===== src/hdl/gks_pkg.sv =====
package gks_pkg;

	// Field widths fixed by the interface
	localparam int COORD_W    = 16;
	localparam int DIM_W      = 11;
	localparam int CELL_OUT_W = 8;
	localparam int STATUS_W   = 2;
	localparam int CFG_IDX_W  = 1;

	// Parameter defaults
	localparam int MAX_GRID_DIM_DEF = 256;
	localparam int CELL_PIXELS_DEF  = 10;
	localparam int FRAC_BITS_DEF    = 4;

	// Occupancy memory word; one clear-sweep step covers one word
	localparam int MEM_WORD_W = 64;

	// Register indexes and reset values
	localparam logic [CFG_IDX_W-1:0] REG_IMAGE_ROWS = 1'd0;
	localparam logic [CFG_IDX_W-1:0] REG_IMAGE_COLS = 1'd1;
	localparam logic [DIM_W-1:0]     IMAGE_ROWS_RST = 11'd480;
	localparam logic [DIM_W-1:0]     IMAGE_COLS_RST = 11'd640;

	// Opcodes
	localparam logic OP_POINT = 1'b0;
	localparam logic OP_FRAME = 1'b1;

	typedef enum logic [STATUS_W-1:0] {
		STATUS_KEPT  = 2'd0,
		STATUS_OOB   = 2'd1,
		STATUS_OCC   = 2'd2,
		STATUS_FRAME = 2'd3
	} status_t;

	// Controller to datapath
	typedef struct packed {
		logic capture;
		logic calc;
		logic check;
		logic emit;
		logic emit_frame;
		logic clr_en;
	} gks_cmd_t;

	// Datapath to controller
	typedef struct packed {
		logic clr_last;
	} gks_sts_t;

endpackage


===== src/hdl/gks_ctrl.sv =====
module gks_ctrl (
	input  logic              clk,
	input  logic              arst_n,
	input  logic              in_valid,
	input  logic              in_opcode,
	output logic              in_ready,
	output logic              out_valid,
	input  logic              out_ready,
	input  gks_pkg::gks_sts_t sts,
	output gks_pkg::gks_cmd_t cmd
);

	localparam logic [2:0] ST_CLR  = 3'd0;
	localparam logic [2:0] ST_IDLE = 3'd1;
	localparam logic [2:0] ST_CALC = 3'd2;
	localparam logic [2:0] ST_CHK  = 3'd3;
	localparam logic [2:0] ST_EMIT = 3'd4;

	logic [2:0] state_q, state_d;
	logic       frame_q;
	logic       out_valid_q;
	logic       accept;
	logic       slot_free;
	logic       emit;

	assign in_ready  = (state_q == ST_IDLE);
	assign accept    = in_valid & in_ready;
	assign slot_free = ~out_valid_q | out_ready;
	assign emit      = (state_q == ST_EMIT) & slot_free;
	assign out_valid = out_valid_q;

	always_comb begin
		state_d = state_q;
		unique case (state_q)
			ST_CLR: begin
				if (sts.clr_last)
					state_d = frame_q ? ST_EMIT : ST_IDLE;
			end
			ST_IDLE: begin
				if (accept)
					state_d = (in_opcode == gks_pkg::OP_FRAME) ? ST_CLR : ST_CALC;
			end
			ST_CALC: state_d = ST_CHK;
			ST_CHK:  state_d = ST_EMIT;
			ST_EMIT: begin
				if (slot_free)
					state_d = ST_IDLE;
			end
			default: state_d = ST_IDLE;
		endcase
	end

	always_comb begin
		cmd.capture    = accept;
		cmd.calc       = (state_q == ST_CALC);
		cmd.check      = (state_q == ST_CHK);
		cmd.emit       = emit;
		cmd.emit_frame = frame_q;
		cmd.clr_en     = (state_q == ST_CLR);
	end

	always_ff @(posedge clk or negedge arst_n) begin
		if (!arst_n) begin
			state_q     <= ST_CLR;
			frame_q     <= 1'b0;
			out_valid_q <= 1'b0;
		end else begin
			state_q <= state_d;
			if (accept && in_opcode == gks_pkg::OP_FRAME)
				frame_q <= 1'b1;
			else if (emit)
				frame_q <= 1'b0;
			if (emit)
				out_valid_q <= 1'b1;
			else if (out_ready)
				out_valid_q <= 1'b0;
		end
	end

	// a new word only appears from the emit state
	a_word_from_emit: assert property (@(posedge clk) disable iff (!arst_n)
		$rose(out_valid_q) |-> $past(state_q == ST_EMIT))
		else $error("result word raised outside emit");

	// a keypoint runs calc then check before it can emit
	a_point_seq: assert property (@(posedge clk) disable iff (!arst_n)
		accept && in_opcode == gks_pkg::OP_POINT |=> state_q == ST_CALC ##1 state_q == ST_CHK)
		else $error("keypoint sequence broken");

	// the clear sweep runs to its last word without a break
	a_sweep_whole: assert property (@(posedge clk) disable iff (!arst_n)
		state_q == ST_CLR && !sts.clr_last |=> state_q == ST_CLR)
		else $error("clear sweep cut short");

	// frame result only after a full sweep
	a_frame_after_sweep: assert property (@(posedge clk) disable iff (!arst_n)
		$rose(state_q == ST_EMIT) && frame_q |-> $past(sts.clr_last))
		else $error("frame result before sweep end");

endmodule


===== config.mk =====
export PLATFORM = sky130hd
export DESIGN_NAME = gks_ctrl
export DESIGN_NICKNAME = d
export VERILOG_FILES = /design/src/hdl/gks_pkg.sv /design/src/hdl/gks_ctrl.sv
export SDC_FILE = /design/constraint.sdc
export NUM_CORES = 1
export LEC_CHECK = 0
export ABC_AREA = 1
export BUFFER_PORTS_ARGS = -buffer_cell sky130_fd_sc_hd__buf_2
export CORE_AREA = 2 2 39 41
export CTS_CLUSTER_SIZE = 8
export DETAILED_ROUTE_END_ITERATION = 6
export DIE_AREA = 0 0 41 43
export GPL_TIMING_DRIVEN = 0
export SLEW_MARGIN = 20
export SYNTH_ARGS = -nofsm -noshare
export SYNTH_HDL_FRONTEND = slang
export SYNTH_SLANG_ARGS = --single-unit
export TNS_END_PERCENT = 1

===== constraint.sdc =====
create_clock -name clk -period 1.4 [get_ports clk]
set_clock_uncertainty 0.2 [all_clocks]
set_input_delay 0.28 -clock clk [delete_from_list [all_inputs] [get_ports clk]]
set_output_delay 0.28 -clock clk [all_outputs]
set_load 0.01 [all_outputs]

==> flow_summary.ini <==
[outcome]
outcome = finished, violations left
violations = setup timing

[critical_path]
start_kind = flip-flop
path_cells = buf_6 -> nor3_4 -> buf_2
arrival_ns = 1.14
r2r-start = state_q[1]
path_class = reg2out
critPathTopFamily = flip-flops
cp_slowest_cell = dfrtp_2
crit_start = state_q[1]
path_max_fanout = 6
critical_path_buf_inv_count = 2
end_kind = output pin
worstPathRequired_ns = 0.92
cp_slowest_stage_delay_ns = 0.44

[timing]
fin_crit_sh_pct = 115.9
timing.fmax_ghz = 0.6163
worstMarginPinSlew_ns = 0.1883
grt_setup_unrepaired = yes
setup_viol = 9
max-slew-margin-rel_pct = 87.40
period_minus_slack_ns = 1.623
worst_slack_ns = -0.2227
slew_viol_final = 0
hold_viol = 0

[logic_synthesis]
synth_top_area_share_pct = 39.37
synth_top_cell_by_area = dfrtp_1
synth.top_cells.by_count = inv_1, nand2_1, nand3_1, dfrtp_1, nor2_1
synth_flop_cell = dfrtp_1
synth-edff-count = 0
ys_ff_latch = 5
synth_area_leaders = dfrtp_1, nand3_1, buf_4
syn-cell-area_um2 = 317.8
synth.avg_cell_area_um2 = 7.391
syn-num-nets = 49
ys_types = 16
synth_warnings = 0
seq_area_frac_synth_pct = 39.37
synthArstFlopShare_pct = 100.0
synthCells = 43

[drt]
routedWlPerCell_um = 10.58
first_pass_iters = 2
via_per_inst = 4.494
drcViolationCount = 0
wirelength_um = 899
drtAntennaViolNets = 0
via_count = 382
drt_iter0_markers = 2

[flow_run]
maxCapViolations = 0

[power]
p_total_mw = 1.189
p_leak_nw = 0.2992
power.density_nw_per_um2 = 2165
ir_drop_mv = 0.6281

[global_route]
grt_pass1_wl_um = 1524
grt_antenna_before_repair = 0
grt_pass1_vias = 389
grt_usage_pct = 13.13
gr-total-overflow = 0
grt_max_degree = 7

[clocking]
cts_sinks = 5
htreeDepth = 1
cts_buffer_depth = 2
numCtsBuffers = 3
clk_latency_ns = 0.24
clk_pin_slew_ns = 0.04
cts_root_buf = clkbuf_4
cts_tree = yes

[layout]
areaGrowthSynthToFinish_pct = 72.83
drive_above_1_share_pct = 55.07
nets = 76
fin_area_um2 = 549.3
antenna_cells = 0

[floorplan]
die_y_um = 43
die_width_um = 41
io_pins = 14
die-area_um2 = 1763
core_area_um2 = 1384
num_rows = 14
start_util_pct = 22.97

[place]
portBuffers = 13
gp_congestion = 0.7184
dpl_cell_area_um2 = 402.9
hpwlAfterDp_um = 553.9

[hold_path]
hold_class = in2reg
hold_path_startpoint = out_ready
## worst paths after layout
path / endpoint / slack (ns) / cells past startpoint
max: in_ready / -0.22 / 3
min: out_valid / 0.07 / 2
max reg2reg: state_q[0] / -0.15 / 8
min reg2reg: out_valid / 0.36 / 2
max in group asynchronous: state_q[1] / 0.67 / 2
min in group asynchronous: out_valid / 0.19 / 2
## placed cells by master, fill, tap and decap left out, types with 2 or more instances in the layout
master / instances
o21ai_0: 2
dfrtp_1: 3
nand3_2: 2
nor2_2: 3
nand4_1: 2
buf_6: 6
clkbuf_4: 3
nand2_1: 6
inv_2: 2
inv_1: 5
nor2_1: 3
dfrtp_2: 2
buf_2: 12
nand3_1: 5
buf_4: 6
## stage by stage
step                      setup slack, ns  hold slack (ns)  TNS [ns]  instances  utilization, %
final                             -0.2227          0.07136    -1.619         85           39.69
after global routing              -0.2974           0.1143    -2.289         85           39.69
after CTS                         -0.2449          0.06630    -1.822         85           39.51
after detailed placement          -0.1295          -0.1002   -0.2187         72           29.11
after global placement            -0.1260          -0.1049   -0.2062         72           29.11
after floorplan                   0.05263          -0.2156         0         43               -
## state kept, by name, indices dropped and copies added (netlist names)
register and cells:
state_q 3, out_valid 1, frame_q 1
## metal layers
metal / global-route usage, % / share of wire [%] / vias up
met1: 14.43 / 37 / 183
met2: 21.25 / 58 / 7
met5: 0 / 0 / -
met3: 1.571 / 3.7 / 2
met4: 10.00 / 1.1 / 0
li1: - / - / 190
## layout make-up
cell class	count	area [um2]
repair buffers	24	175.2
fillers	164	834.6
plain buffers	1	7.507
clock buffers	4	26.28
multi-input cells	28	166.4
inverters	7	26.28
flip-flops and latches	5	127.6
well taps	16	20.02
## cell families after synthesis
group,count (synthesis),synth area share (%)
AND/OR/NAND/NOR,25,40.55
AO/OA/AOI/OAI,3,4.723
buffers and inverters,10,15.35
flip-flops,5,39.37
## power breakdown
group	total [mW]	switching, mW	internal (mW)	leakage (nW)
sequential	0.280	0.0705	0.209	0.0609
clock	0.161	0.0534	0.107	0.0150
combinational	0.749	0.351	0.398	0.223
## repair_timing
action | CTS | global route
pin swaps | 8 | 5
endpoints found under the hold margin | 5 | 0
setup endpoints to repair | 6 | 9
gates resized for setup | 13 | 2
hold buffers | 1 | 0
buffers inserted | 10 | 1
Note: power is estimated with default switching activity, not from simulation.
